## config.mk

```make
export PLATFORM = sky130hd
export DESIGN_NAME = sensor_fault_debounce_burst_check_unit
export DESIGN_NICKNAME = d
export VERILOG_FILES = /design/src/hw/rtl/sfdb_pkg.sv /design/src/hw/rtl/sfdb_serial_mul.sv /design/src/hw/rtl/sfdb_csr.sv /design/src/hw/rtl/sensor_fault_debounce_burst_check_unit.sv
export SDC_FILE = /design/constraint.sdc
export NUM_CORES = 2
export LEC_CHECK = 0
export BUFFER_PORTS_ARGS = -buffer_cell sky130_fd_sc_hd__buf_2
export CORE_MARGIN = 3
export CORE_UTILIZATION = 25
export CTS_CLUSTER_DIAMETER = 200
export DETAILED_ROUTE_END_ITERATION = 12
export SYNTH_ARGS = -nofsm -noshare
export SYNTH_HDL_FRONTEND = slang
export SYNTH_HIERARCHICAL = 1
export SYNTH_SLANG_ARGS = --single-unit
```

## constraint.sdc

```tcl
create_clock -name clock -period 15.8 [get_ports clock]
set_input_delay 1.58 -clock clock [delete_from_list [all_inputs] [get_ports clock]]
set_output_delay 1.58 -clock clock [all_outputs]
set_load 0.02 [all_outputs]
```

## src/hw/rtl/sfdb_pkg.sv

```systemverilog
// ----------------------------------------------------------------------------
// sfdb_pkg: shared types and constants of the sensor fault monitor
// Field widths, register indexes, health codes and the serial multiplier's
// request and response bundles.
// ----------------------------------------------------------------------------
`default_nettype none

package sfdb_pkg;

   // field widths
   localparam int MV_W        = 16;   // sample in millivolts
   localparam int GAIN_W      = 16;   // Q4.12 gain
   localparam int OFS_W       = 21;   // offset
   localparam int VAL_W       = 22;   // scaled value, limits, min, max
   localparam int EN_W        = 2;    // limit enables
   localparam int RUN_W       = 8;    // run counters, debounce count
   localparam int FAULT_W     = 16;   // fault counter
   localparam int SUM_W       = 26;   // burst sum
   localparam int SQS_W       = 48;   // burst square sum (wraps)
   localparam int RANGE_W     = VAL_W + 1;
   localparam int SCALE_SHIFT = 12;
   localparam int Q_W         = MV_W + GAIN_W + 1 - SCALE_SHIFT;

   // shared shift-add multiplier
   localparam int MUL_A_W = 51;
   localparam int MUL_B_W = 26;
   localparam int MUL_P_W = 58;

   // ports
   localparam int REQ_DATA_W = 16;
   localparam int RSP_DATA_W = 48;
   localparam int CSR_IDX_W  = 3;
   localparam int CSR_DATA_W = 22;

   // parameter defaults
   localparam int BURST_SAMPLES_DEF  = 16;
   localparam int RECOVERY_COUNT_DEF = 3;

   // variance is weighed against the square of a tenth of the range
   localparam int VAR_SCALE = 100;

   localparam logic signed [VAL_W-1:0] VAL_MAX = {1'b0, {(VAL_W-1){1'b1}}};
   localparam logic signed [VAL_W-1:0] VAL_MIN = {1'b1, {(VAL_W-1){1'b0}}};

   localparam logic [GAIN_W-1:0] GAIN_RESET     = GAIN_W'(4096);
   localparam logic [RUN_W-1:0]  DEBOUNCE_RESET = RUN_W'(3);
   localparam logic [RUN_W-1:0]  RUN_SAT        = {RUN_W{1'b1}};
   localparam logic [FAULT_W-1:0] FAULT_SAT     = {FAULT_W{1'b1}};

   typedef enum logic [CSR_IDX_W-1:0] {
      CSR_GAIN       = 3'd0,
      CSR_OFFSET     = 3'd1,
      CSR_LOW_LIMIT  = 3'd2,
      CSR_HIGH_LIMIT = 3'd3,
      CSR_ENABLES    = 3'd4,
      CSR_DEBOUNCE   = 3'd5
   } csr_index_type;

   typedef enum logic [1:0] {
      HEALTH_OK     = 2'd0,
      HEALTH_WARN   = 2'd1,
      HEALTH_INVEST = 2'd2,
      HEALTH_FAULT  = 2'd3
   } health_type;

   typedef struct packed {
      logic [GAIN_W-1:0]       gain;
      logic signed [OFS_W-1:0] offset;
      logic signed [VAL_W-1:0] low_limit;
      logic signed [VAL_W-1:0] high_limit;
      logic [EN_W-1:0]         limit_enables;
      logic [RUN_W-1:0]        debounce_count;
   } cfg_type;

   typedef struct packed {
      logic               start;
      logic [MUL_A_W-1:0] a;
      logic [MUL_B_W-1:0] b;
   } mul_req_type;

   typedef struct packed {
      logic               done;
      logic [MUL_P_W-1:0] prod;
   } mul_rsp_type;

endpackage

`default_nettype wire

```

## src/hw/rtl/sfdb_serial_mul.sv

```systemverilog
// ----------------------------------------------------------------------------
// sfdb_serial_mul: shift-add multiplier, one multiplier bit per cycle
// Unsigned. Stops as soon as the remaining multiplier bits are all zero.
// ----------------------------------------------------------------------------
`default_nettype none

module sfdb_serial_mul import sfdb_pkg::*; (
   input  wire logic        clock,
   input  wire logic        reset,
   input  wire mul_req_type mul_req,
   output mul_rsp_type      mul_rsp
);

   logic               run_ff, run_in;
   logic [MUL_P_W-1:0] a_ff, a_in;
   logic [MUL_B_W-1:0] b_ff, b_in;
   logic [MUL_P_W-1:0] acc_ff, acc_in;

   always_comb begin
      run_in = run_ff;
      a_in   = a_ff;
      b_in   = b_ff;
      acc_in = acc_ff;
      if (mul_req.start) begin
         run_in = 1'b1;
         a_in   = MUL_P_W'(mul_req.a);
         b_in   = mul_req.b;
         acc_in = '0;
      end else if (run_ff) begin
         if (b_ff == '0) begin
            run_in = 1'b0;
         end else begin
            acc_in = acc_ff + (b_ff[0] ? a_ff : '0);
            a_in   = a_ff << 1;
            b_in   = b_ff >> 1;
         end
      end
   end

   always_ff @(posedge clock) begin
      if (reset) begin
         run_ff <= 1'b0;
      end else begin
         run_ff <= run_in;
      end
      a_ff   <= a_in;
      b_ff   <= b_in;
      acc_ff <= acc_in;
   end

   assign mul_rsp.done = run_ff && (b_ff == '0);
   assign mul_rsp.prod = acc_ff;

endmodule

`default_nettype wire

```

## src/hw/rtl/sfdb_csr.sv

```systemverilog
// ----------------------------------------------------------------------------
// sfdb_csr: configuration registers
// Index-addressed write port; unknown indexes are dropped.
// ----------------------------------------------------------------------------
`default_nettype none

module sfdb_csr import sfdb_pkg::*; (
   input  wire logic                  clock,
   input  wire logic                  reset,
   input  wire logic                  csr_valid,
   output logic                       csr_ready,
   input  wire logic [CSR_IDX_W-1:0]  csr_index,
   input  wire logic [CSR_DATA_W-1:0] csr_data,
   output cfg_type                    cfg
);

   cfg_type cfg_ff, cfg_in;

   always_comb begin
      cfg_in = cfg_ff;
      if (csr_valid) begin
         unique case (csr_index_type'(csr_index))
            CSR_GAIN:       cfg_in.gain           = csr_data[GAIN_W-1:0];
            CSR_OFFSET:     cfg_in.offset         = csr_data[OFS_W-1:0];
            CSR_LOW_LIMIT:  cfg_in.low_limit      = csr_data[VAL_W-1:0];
            CSR_HIGH_LIMIT: cfg_in.high_limit     = csr_data[VAL_W-1:0];
            CSR_ENABLES:    cfg_in.limit_enables  = csr_data[EN_W-1:0];
            CSR_DEBOUNCE:   cfg_in.debounce_count = csr_data[RUN_W-1:0];
            default:        cfg_in = cfg_ff;
         endcase
      end
   end

   always_ff @(posedge clock) begin
      if (reset) begin
         cfg_ff.gain           <= GAIN_RESET;
         cfg_ff.offset         <= '0;
         cfg_ff.low_limit      <= '0;
         cfg_ff.high_limit     <= '0;
         cfg_ff.limit_enables  <= '0;
         cfg_ff.debounce_count <= DEBOUNCE_RESET;
      end else begin
         cfg_ff <= cfg_in;
      end
   end

   assign csr_ready = 1'b1;
   assign cfg       = cfg_ff;

endmodule

`default_nettype wire

```

## src/hw/rtl/sensor_fault_debounce_burst_check_unit.sv

```systemverilog
// ----------------------------------------------------------------------------
// sensor_fault_debounce_burst_check_unit: single-channel sensor fault monitor
// Scales each sample, checks it against the enabled limits, debounces
// excursions and runs a burst investigation that gives a fault, warning or
// ok verdict.
// ----------------------------------------------------------------------------
//
//  channel  direction  beat contents (low bit first)
//  -------  ---------  ---------------------------------------------------------
//  req_     in         tdata: sample_mv[15:0]
//  rsp_     out        tdata: scaled_value, health, outside_limits, burst_sample,
//                      burst_finished, fault_raised, fault_cleared, fault_total
//  csr_     in         index 0..5, data: register value in the low bits
//
//  One sample is in work at a time; req_tready is high only while idle.
//  A sample's products come from the shared shift-add multiplier (one
//  multiplier bit a cycle): the gain product always, the square for a
//  burst sample, the spread check products for the last burst sample when both
//  limits are on and no fault is found. Synchronous active-high reset,
//  no clearing pass. A stalled rsp_ holds its beat in the output register;
//  the next sample is taken meanwhile and waits at the end of its work.
// ----------------------------------------------------------------------------
`default_nettype none

module sensor_fault_debounce_burst_check_unit import sfdb_pkg::*; #(
   parameter int BURST_SAMPLES  = BURST_SAMPLES_DEF,   // 2..16
   parameter int RECOVERY_COUNT = RECOVERY_COUNT_DEF   // 1..255
) (
   input  wire logic                  clock,
   input  wire logic                  reset,
   // sample in
   input  wire logic                  req_tvalid,
   output logic                       req_tready,
   input  wire logic [REQ_DATA_W-1:0] req_tdata,   // [15:0] sample_mv
   // result out
   output logic                       rsp_tvalid,
   input  wire logic                  rsp_tready,
   output logic [RSP_DATA_W-1:0]      rsp_tdata,   // [21:0] scaled_value,
                                                   // [23:22] health,
                                                   // [24] outside_limits,
                                                   // [25] burst_sample,
                                                   // [26] burst_finished,
                                                   // [27] fault_raised,
                                                   // [28] fault_cleared,
                                                   // [44:29] fault_total,
                                                   // [47:45] zero
   // configuration writes
   input  wire logic                  csr_valid,
   output logic                       csr_ready,
   input  wire logic [CSR_IDX_W-1:0]  csr_index,
   input  wire logic [CSR_DATA_W-1:0] csr_data
);

   localparam int BURST_W = $clog2(BURST_SAMPLES + 1);
   localparam int N_SQ    = BURST_SAMPLES * BURST_SAMPLES;

   typedef enum logic [11:0] {
      ST_IDLE     = 12'b0000_0000_0001,
      ST_SCALE    = 12'b0000_0000_0010,  // |mv| * gain
      ST_OFFSET   = 12'b0000_0000_0100,  // add offset, saturate
      ST_CLASSIFY = 12'b0000_0000_1000,  // limit check; run counters outside a burst
      ST_SQUARE   = 12'b0000_0001_0000,  // |v|^2, burst accumulate
      ST_CHECK    = 12'b0000_0010_0000,  // fault verdict
      ST_SUMSQ    = 12'b0000_0100_0000,  // sum^2
      ST_SPREAD   = 12'b0000_1000_0000,  // N * square sum
      ST_RANGE    = 12'b0001_0000_0000,  // range^2
      ST_LIMIT    = 12'b0010_0000_0000,  // N^2 * range^2
      ST_HUNDRED  = 12'b0100_0000_0000,  // scaled spread, warning compare
      ST_DONE     = 12'b1000_0000_0000
   } state_type;

   cfg_type     cfg;
   mul_req_type mul_req;
   mul_rsp_type mul_rsp;

   sfdb_csr u_csr (
      .clock     (clock),
      .reset     (reset),
      .csr_valid (csr_valid),
      .csr_ready (csr_ready),
      .csr_index (csr_index),
      .csr_data  (csr_data),
      .cfg       (cfg)
   );

   sfdb_serial_mul u_mul (
      .clock   (clock),
      .reset   (reset),
      .mul_req (mul_req),
      .mul_rsp (mul_rsp)
   );

   // control and monitor state
   state_type             state_ff, state_in;
   logic [RUN_W-1:0]      bad_run_ff, bad_run_in;
   logic [RUN_W-1:0]      good_run_ff, good_run_in;
   health_type            health_ff, health_in;
   logic [FAULT_W-1:0]    faults_ff, faults_in;
   logic [BURST_W-1:0]    burst_left_ff, burst_left_in;
   logic signed [SUM_W-1:0] sum_ff, sum_in;
   logic [SQS_W-1:0]      sumsq_ff, sumsq_in;
   logic signed [VAL_W-1:0] min_ff, min_in;
   logic signed [VAL_W-1:0] max_ff, max_in;
   logic                  rsp_valid_ff, rsp_valid_in;

   // per-sample working registers
   logic                  mv_neg_ff, mv_neg_in;
   logic signed [Q_W-1:0] q_ff, q_in;
   logic signed [VAL_W-1:0] v_ff, v_in;
   logic                  outside_ff, outside_in;
   logic                  bsample_ff, bsample_in;
   logic                  bdone_ff, bdone_in;
   logic                  raised_ff, raised_in;
   logic                  cleared_ff, cleared_in;
   logic [MUL_A_W-1:0]    tmp_ff, tmp_in;    // sum^2, then spread
   logic [MUL_P_W-1:0]    rhs_ff, rhs_in;    // N^2 * range^2
   logic [RSP_DATA_W-1:0] rsp_data_ff, rsp_data_in;

   // datapath helpers
   logic                    lo_en, hi_en;
   logic signed [VAL_W-1:0] low_lim, high_lim;
   logic signed [OFS_W-1:0] ofs;
   logic [MV_W-1:0]         mv_mag;
   logic [MV_W+GAIN_W-1:0]  p_mag;
   logic [MV_W+GAIN_W:0]    p_round;
   logic [Q_W-1:0]          q_ceil, q_floor;
   logic signed [VAL_W:0]   o_sum;
   logic signed [VAL_W-1:0] v_sat;
   logic [VAL_W-1:0]        v_u, v_mag;
   logic [SUM_W-1:0]        sum_u, s_mag;
   logic [RANGE_W-1:0]      diff, range_mag;
   logic                    outside_c, not_fault;
   logic [RUN_W-1:0]        bad_next, good_next;
   logic                    rsp_free;

   always_comb begin
      lo_en    = cfg.limit_enables[0];
      hi_en    = cfg.limit_enables[1];
      low_lim  = cfg.low_limit;
      high_lim = cfg.high_limit;
      ofs      = cfg.offset;

      mv_mag = req_tdata[MV_W-1] ? (~req_tdata[MV_W-1:0] + 1'b1) : req_tdata[MV_W-1:0];

      // floor division by 4096 of the signed product
      p_mag   = mul_rsp.prod[MV_W+GAIN_W-1:0];
      p_round = {1'b0, p_mag} + (MV_W+GAIN_W+1)'((1 << SCALE_SHIFT) - 1);
      q_ceil  = p_round[MV_W+GAIN_W:SCALE_SHIFT];
      q_floor = {1'b0, p_mag[MV_W+GAIN_W-1:SCALE_SHIFT]};

      o_sum = (VAL_W+1)'(q_ff) + (VAL_W+1)'(ofs);
      if (o_sum[VAL_W] != o_sum[VAL_W-1]) begin
         v_sat = o_sum[VAL_W] ? VAL_MIN : VAL_MAX;
      end else begin
         v_sat = o_sum[VAL_W-1:0];
      end

      v_u   = v_ff;
      v_mag = v_u[VAL_W-1] ? (~v_u + 1'b1) : v_u;
      sum_u = sum_ff;
      s_mag = sum_u[SUM_W-1] ? (~sum_u + 1'b1) : sum_u;
      diff  = {high_lim[VAL_W-1], high_lim} - {low_lim[VAL_W-1], low_lim};
      range_mag = diff[RANGE_W-1] ? (~diff + 1'b1) : diff;

      outside_c = (lo_en && (v_ff < low_lim)) || (hi_en && (v_ff > high_lim));
      not_fault = (lo_en && (min_ff >= low_lim)) || (hi_en && (max_ff <= high_lim));

      bad_next  = (bad_run_ff == RUN_SAT) ? RUN_SAT : bad_run_ff + 1'b1;
      good_next = (good_run_ff == RUN_SAT) ? RUN_SAT : good_run_ff + 1'b1;

      rsp_free = !rsp_valid_ff || rsp_tready;
   end

   always_comb begin
      state_in      = state_ff;
      bad_run_in    = bad_run_ff;
      good_run_in   = good_run_ff;
      health_in     = health_ff;
      faults_in     = faults_ff;
      burst_left_in = burst_left_ff;
      sum_in        = sum_ff;
      sumsq_in      = sumsq_ff;
      min_in        = min_ff;
      max_in        = max_ff;
      mv_neg_in     = mv_neg_ff;
      q_in          = q_ff;
      v_in          = v_ff;
      outside_in    = outside_ff;
      bsample_in    = bsample_ff;
      bdone_in      = bdone_ff;
      raised_in     = raised_ff;
      cleared_in    = cleared_ff;
      tmp_in        = tmp_ff;
      rhs_in        = rhs_ff;
      rsp_data_in   = rsp_data_ff;
      rsp_valid_in  = rsp_valid_ff && !rsp_tready;
      mul_req.start = 1'b0;
      mul_req.a     = '0;
      mul_req.b     = '0;

      unique case (state_ff)
         ST_IDLE: begin
            if (req_tvalid) begin
               mv_neg_in     = req_tdata[MV_W-1];
               outside_in    = 1'b0;
               bsample_in    = 1'b0;
               bdone_in      = 1'b0;
               raised_in     = 1'b0;
               cleared_in    = 1'b0;
               mul_req.start = 1'b1;
               mul_req.a     = MUL_A_W'(mv_mag);
               mul_req.b     = MUL_B_W'(cfg.gain);
               state_in      = ST_SCALE;
            end
         end
         ST_SCALE: begin
            if (mul_rsp.done) begin
               q_in     = mv_neg_ff ? (~q_ceil + 1'b1) : q_floor;
               state_in = ST_OFFSET;
            end
         end
         ST_OFFSET: begin
            v_in     = v_sat;
            state_in = ST_CLASSIFY;
         end
         ST_CLASSIFY: begin
            outside_in = outside_c;
            state_in   = ST_DONE;
            if (burst_left_ff != '0) begin
               bsample_in    = 1'b1;
               mul_req.start = 1'b1;
               mul_req.a     = MUL_A_W'(v_mag);
               mul_req.b     = MUL_B_W'(v_mag);
               state_in      = ST_SQUARE;
            end else if (cfg.limit_enables != '0) begin
               if (outside_c) begin
                  good_run_in = '0;
                  bad_run_in  = bad_next;
                  // bad_next is never zero, so a debounce count of 0 acts as 1
                  if ((bad_next >= cfg.debounce_count) && (health_ff == HEALTH_OK)) begin
                     health_in     = HEALTH_INVEST;
                     burst_left_in = BURST_W'(BURST_SAMPLES);
                     sum_in        = '0;
                     sumsq_in      = '0;
                     min_in        = VAL_MAX;
                     max_in        = VAL_MIN;
                  end
               end else begin
                  bad_run_in  = '0;
                  good_run_in = good_next;
                  if ((good_next >= RUN_W'(RECOVERY_COUNT)) && (health_ff != HEALTH_OK)) begin
                     cleared_in = (health_ff == HEALTH_FAULT);
                     health_in  = HEALTH_OK;
                  end
               end
            end
         end
         ST_SQUARE: begin
            if (mul_rsp.done) begin
               sum_in        = sum_ff + SUM_W'(v_ff);
               sumsq_in      = sumsq_ff + mul_rsp.prod[SQS_W-1:0];
               min_in        = (v_ff < min_ff) ? v_ff : min_ff;
               max_in        = (v_ff > max_ff) ? v_ff : max_ff;
               burst_left_in = burst_left_ff - 1'b1;
               if (burst_left_ff == BURST_W'(1)) begin
                  bdone_in = 1'b1;
                  state_in = ST_CHECK;
               end else begin
                  state_in = ST_DONE;
               end
            end
         end
         ST_CHECK: begin
            if (!not_fault) begin
               health_in = HEALTH_FAULT;
               raised_in = 1'b1;
               faults_in = (faults_ff == FAULT_SAT) ? FAULT_SAT : faults_ff + 1'b1;
               state_in  = ST_DONE;
            end else if (lo_en && hi_en) begin
               mul_req.start = 1'b1;
               mul_req.a     = MUL_A_W'(s_mag);
               mul_req.b     = s_mag;
               state_in      = ST_SUMSQ;
            end else begin
               health_in  = HEALTH_OK;
               bad_run_in = '0;
               state_in   = ST_DONE;
            end
         end
         ST_SUMSQ: begin
            if (mul_rsp.done) begin
               tmp_in        = mul_rsp.prod[MUL_A_W-1:0];
               mul_req.start = 1'b1;
               mul_req.a     = MUL_A_W'(sumsq_ff);
               mul_req.b     = MUL_B_W'(BURST_SAMPLES);
               state_in      = ST_SPREAD;
            end
         end
         ST_SPREAD: begin
            if (mul_rsp.done) begin
               // N * square sum never falls below sum^2
               tmp_in        = mul_rsp.prod[MUL_A_W-1:0] - tmp_ff;
               mul_req.start = 1'b1;
               mul_req.a     = MUL_A_W'(range_mag);
               mul_req.b     = MUL_B_W'(range_mag);
               state_in      = ST_RANGE;
            end
         end
         ST_RANGE: begin
            if (mul_rsp.done) begin
               mul_req.start = 1'b1;
               mul_req.a     = mul_rsp.prod[MUL_A_W-1:0];
               mul_req.b     = MUL_B_W'(N_SQ);
               state_in      = ST_LIMIT;
            end
         end
         ST_LIMIT: begin
            if (mul_rsp.done) begin
               rhs_in        = mul_rsp.prod;
               mul_req.start = 1'b1;
               mul_req.a     = tmp_ff;
               mul_req.b     = MUL_B_W'(VAR_SCALE);
               state_in      = ST_HUNDRED;
            end
         end
         ST_HUNDRED: begin
            if (mul_rsp.done) begin
               if (mul_rsp.prod > rhs_ff) begin
                  health_in = HEALTH_WARN;
               end else begin
                  health_in  = HEALTH_OK;
                  bad_run_in = '0;
               end
               state_in = ST_DONE;
            end
         end
         ST_DONE: begin
            if (rsp_free) begin
               rsp_valid_in = 1'b1;
               rsp_data_in  = RSP_DATA_W'({faults_ff, cleared_ff, raised_ff, bdone_ff,
                                           bsample_ff, outside_ff, health_ff, v_ff});
               state_in     = ST_IDLE;
            end
         end
         default: begin
            state_in = ST_IDLE;
         end
      endcase
   end

   always_ff @(posedge clock) begin
      if (reset) begin
         state_ff      <= ST_IDLE;
         bad_run_ff    <= '0;
         good_run_ff   <= '0;
         health_ff     <= HEALTH_OK;
         faults_ff     <= '0;
         burst_left_ff <= '0;
         sum_ff        <= '0;
         sumsq_ff      <= '0;
         min_ff        <= VAL_MAX;
         max_ff        <= VAL_MIN;
         rsp_valid_ff  <= 1'b0;
      end else begin
         state_ff      <= state_in;
         bad_run_ff    <= bad_run_in;
         good_run_ff   <= good_run_in;
         health_ff     <= health_in;
         faults_ff     <= faults_in;
         burst_left_ff <= burst_left_in;
         sum_ff        <= sum_in;
         sumsq_ff      <= sumsq_in;
         min_ff        <= min_in;
         max_ff        <= max_in;
         rsp_valid_ff  <= rsp_valid_in;
      end
      mv_neg_ff   <= mv_neg_in;
      q_ff        <= q_in;
      v_ff        <= v_in;
      outside_ff  <= outside_in;
      bsample_ff  <= bsample_in;
      bdone_ff    <= bdone_in;
      raised_ff   <= raised_in;
      cleared_ff  <= cleared_in;
      tmp_ff      <= tmp_in;
      rhs_ff      <= rhs_in;
      rsp_data_ff <= rsp_data_in;
   end

   assign req_tready = (state_ff == ST_IDLE);
   assign rsp_tvalid = rsp_valid_ff;
   assign rsp_tdata  = rsp_data_ff;

endmodule

`default_nettype wire
```

==> flow_metrics.tcl <==
set metrics [dict create \
    io_buffers 92 \
    boundaryPins 97 \
    avgSynthCellArea_um2 8.77 \
    overflow 0 \
    drtIter0Drc 3917 \
    reg2regPathDepth 13 \
    insertion_delay_ns 0.70 \
    ys_types 109 \
    min_path_cells 0 \
    r2r-end "u_mul/b_ff[17]" \
    ys_seq_area_share_pct 33.5 \
    crit_type "flip-flop to flip-flop" \
    critPathMaxFanout 67 \
    drive_gt1_share_pct 8.55 \
    arrival_ns 6.30 \
    avgRoutedWirePerCell_um 20.7 \
    syn-cell-area_um2 44600 \
    crit_required_ns 16.09 \
    fin_area_um2 50200 \
    nets 5575 \
    layoutNonFillerInstCount 7497 \
    setup_tns_ns 0 \
    htreeDepth 3 \
    ir_worst_vdd_v 0.0000867 \
    place_ws_ns 9.95 \
    post-cts-setup-buffers 0 \
    clock_tree.buffer_depth 3 \
    fmax_mhz 166 \
    wl_um 155000 \
    finalHoldViolCount 0 \
    ant_nets 0 \
    min_from "outside_ff" \
    dpl_cell_area_um2 47700 \
    ys_ff_latch 607 \
    rsz0062_at_grt "false" \
    post-route-min-period_ns 6.01 \
    start_kind "flip-flop" \
    drt_first_pass_iters 7 \
    die_area_um2 183000 \
    async_reset_ff_share_pct 0 \
    cts.repair.resized 0 \
    clk_pin_slew_worst_paths_ns 0.06 \
    syn_to_final_growth_pct 12.6 \
    final_core_util_pct 28.4 \
    synthCells 5084 \
    swShare_pct 35.1 \
    final-setup-viol-count 0 \
    p_int_mw 3.43 \
    cap_violations 0 \
    grt_antenna_before_repair 3 \
    worst_slew_pin_slew_ns 1.39 \
    clock_sinks 607 \
    status "finished clean" \
    critical_path.endpoint_type "flip-flop" \
    yosysWarnings 6 \
    fin_skew_ns 0.0448 \
    comb_power_share_pct 28.5 \
    dp.cells 7359 \
    core_area_um2 177000 \
    cts-buffers-inserted 74 \
    power.clock.fraction_pct 34.2 \
    gp_congestion 0.943 \
    cts_tree "done" \
    n_antenna_cell 0 \
    r2r-start "u_csr/cfg[31]" \
    slew_violations 0 \
    hold_slack_ns 0.457 \
    dieHeight_um 428 \
    cts_hold_buf 0 \
    synth_ff_type "dfxtp_1" \
    dp_hpwl_um 117000 \
    total_power_mw 5.28 \
    min_period_over_period_pct 38.0 \
    seqPwrFrac_pct 37.3 \
    relSlewSlack_pct 6.64 \
    fin_ws_ns 9.79 \
    holdPathEnd "rsp_tdata[24]" \
    cts_root_buf "clkbuf_16" \
    grt_pass1_vias 37500 \
    synth_edf_count 280 \
    p_switching_mw 1.86 \
    grt_start_max_net_pins 90 \
    n_fill_cell 18600 \
    grt_pass1_wl_um 232000 \
    die_x_um 428 \
    p_leak_nw 20.5 \
    via_per_inst 5.25 \
    num_vias 39300 \
    start_util_pct 25.2 \
    rows 154 \
    hp-class "flip-flop to flip-flop" \
    power_density_nw_per_um2 105 \
    grt_usage_pct 16.2 \
    drc 0 \
    rrSetupSlack_ns 9.79 \
]
area by class of cell:
cell class,instances,area (um2),area share [%]
Multi-Input combinational cell,3898,27500,54.7
Timing Repair Buffer,169,1040,2.08
Clock inverter,42,534,1.06
Inverter,345,1300,2.58
Tap cell,2340,2930,5.83
Clock buffer,96,2000,3.98
Sequential cell,607,15000,29.8
cell usage in the layout (no fill, tap or decap), types with 18 or more instances in the layout:
cell | netlist | layout
xnor2_1 | 173 | 173
or3_1 | 43 | 43
inv_1 | 342 | 341
a211oi_1 | 72 | 72
a22o_1 | 30 | 30
a22oi_1 | 31 | 31
o31ai_1 | 32 | 32
a222oi_1 | 48 | 48
ha_1 | 428 | 428
buf_4 | 6 | 77
nand3_1 | 135 | 135
o21ai_1 | 34 | 33
a21o_1 | 147 | 147
a2111oi_0 | 35 | 35
nor4_1 | 37 | 37
nor2b_1 | 39 | 37
edfxtp_1 | 280 | 280
o211ai_1 | 30 | 30
clkbuf_16 | 0 | 75
dfxtp_1 | 327 | 327
and3_1 | 38 | 38
o21ai_0 | 247 | 246
a21oi_1 | 394 | 392
o21a_1 | 52 | 52
nand2_1 | 459 | 459
nor3_1 | 89 | 89
nand2b_1 | 162 | 162
nor2_1 | 281 | 279
o21bai_1 | 41 | 41
mux2i_1 | 113 | 113
or4_1 | 19 | 18
a31oi_1 | 51 | 51
nand4_1 | 83 | 83
mux2_2 | 78 | 78
nor3b_1 | 25 | 20
xor2_1 | 106 | 106
and2_1 | 75 | 75
or2_2 | 20 | 20
buf_2 | 31 | 91
worst max path at each step:
stage                          end      startpoint  slack, ns  cells past startpoint
floorplan            u_mul/a_ff[0]     state_ff[5]      10.53                     11
global placement    u_mul/a_ff[47]  u_mul/b_ff[12]      10.03                     13
detailed placement  u_mul/b_ff[17]   u_csr/cfg[31]       9.95                     13
CTS                 u_mul/b_ff[17]   u_csr/cfg[31]       9.91                     13
global route        u_mul/a_ff[42]  u_mul/b_ff[12]       9.58                     13
finish              u_mul/b_ff[17]   u_csr/cfg[31]       9.79                     13
logic make-up after synthesis:
kind of cell             Yosys count  synth area share, %
AO/OA/AOI/OAI                   1417                 21.2
multiplexers                     191                 4.51
XOR/XNOR                         279                 5.48
adder cells (fa/ha/maj)          434                 12.3
flip-flops                       607                 33.5
buffers and inverters            581                 5.11
other                              2               0.0168
AND/OR/NAND/NOR                 1573                 17.9
synthesized netlist by cell type (all sizes together), types with 19 or more instances:
cell type / count / area (um2)
nor4: 37 / 231
a222oi: 48 / 480
a31oi: 52 / 332
and3: 38 / 238
a22o: 30 / 263
xnor2: 173 / 1520
nor2b: 39 / 244
a2111oi: 40 / 384
nand2b: 162 / 1010
o21ai: 282 / 1420
edfxtp: 280 / 8410
nor2: 281 / 1050
buf: 61 / 322
o21bai: 41 / 308
nand2: 460 / 1730
xor2: 106 / 928
nor3: 92 / 475
and2: 76 / 475
or4: 19 / 143
ha: 428 / 5360
o31ai: 37 / 320
a211oi: 74 / 566
o21a: 52 / 390
a22oi: 31 / 233
o211ai: 30 / 225
nand3: 135 / 676
mux2: 78 / 878
dfxtp: 327 / 6550
inv: 342 / 1280
or2: 23 / 144
nand4: 83 / 519
clkbuf: 174 / 653
or3: 44 / 280
a21oi: 394 / 1970
nor3b: 25 / 188
mux2i: 113 / 1130
a21o: 147 / 1100
power by group through the flow:
stage | combinational, mW | clock (mW) | sequential (mW)
2_1_floorplan | 1.09 | 0 | 1.92
3_3_place_gp | 1.45 | 0 | 2.00
3_5_place_dp | 1.48 | 0 | 2.00
4_1_cts | 1.49 | 1.85 | 1.97
5_1_grt | 1.65 | 1.91 | 1.98
6_report | 1.51 | 1.81 | 1.97
worst max-delay path, stage by stage, from the launching register on:
cell and delay, ns:
dfxtp_1 0.39, inv_1 0.13, ha_1 0.35, nand4_1 0.17, nor4_1 0.52, o31a_1 0.23
o32ai_1 0.14, a22oi_1 0.65, a21oi_2 0.11, buf_4 0.26, or4_4 0.71, nor2_1 0.87
clkinv_2 0.45, buf_4 0.50
registers in the layout (all words and copies together) (netlist names), 2 cells and up:
register	cells
bad_run_ff	8
burst_left_ff	5
faults_ff	16
good_run_ff	8
health_ff	2
max_ff	22
min_ff	22
q_ff	21
rhs_ff	58
rsp_tdata	45
state_ff	12
sum_ff	26
sumsq_ff	48
tmp_ff	51
u_csr/cfg	91
u_mul/a_ff	58
u_mul/acc_ff	58
u_mul/b_ff	26
v_ff	22
per-layer routing:
metal / up-vias / global-route usage (%) / wire length, um
li1: 18700 / - / -
met1: 18900 / 22.0 / 68700
met2: 1403 / 25.6 / 68600
met3: 254 / 2.30 / 11000
met4: 4 / 7.17 / 6880
met5: - / 0 / 31
(Power assumes the default switching activity.)
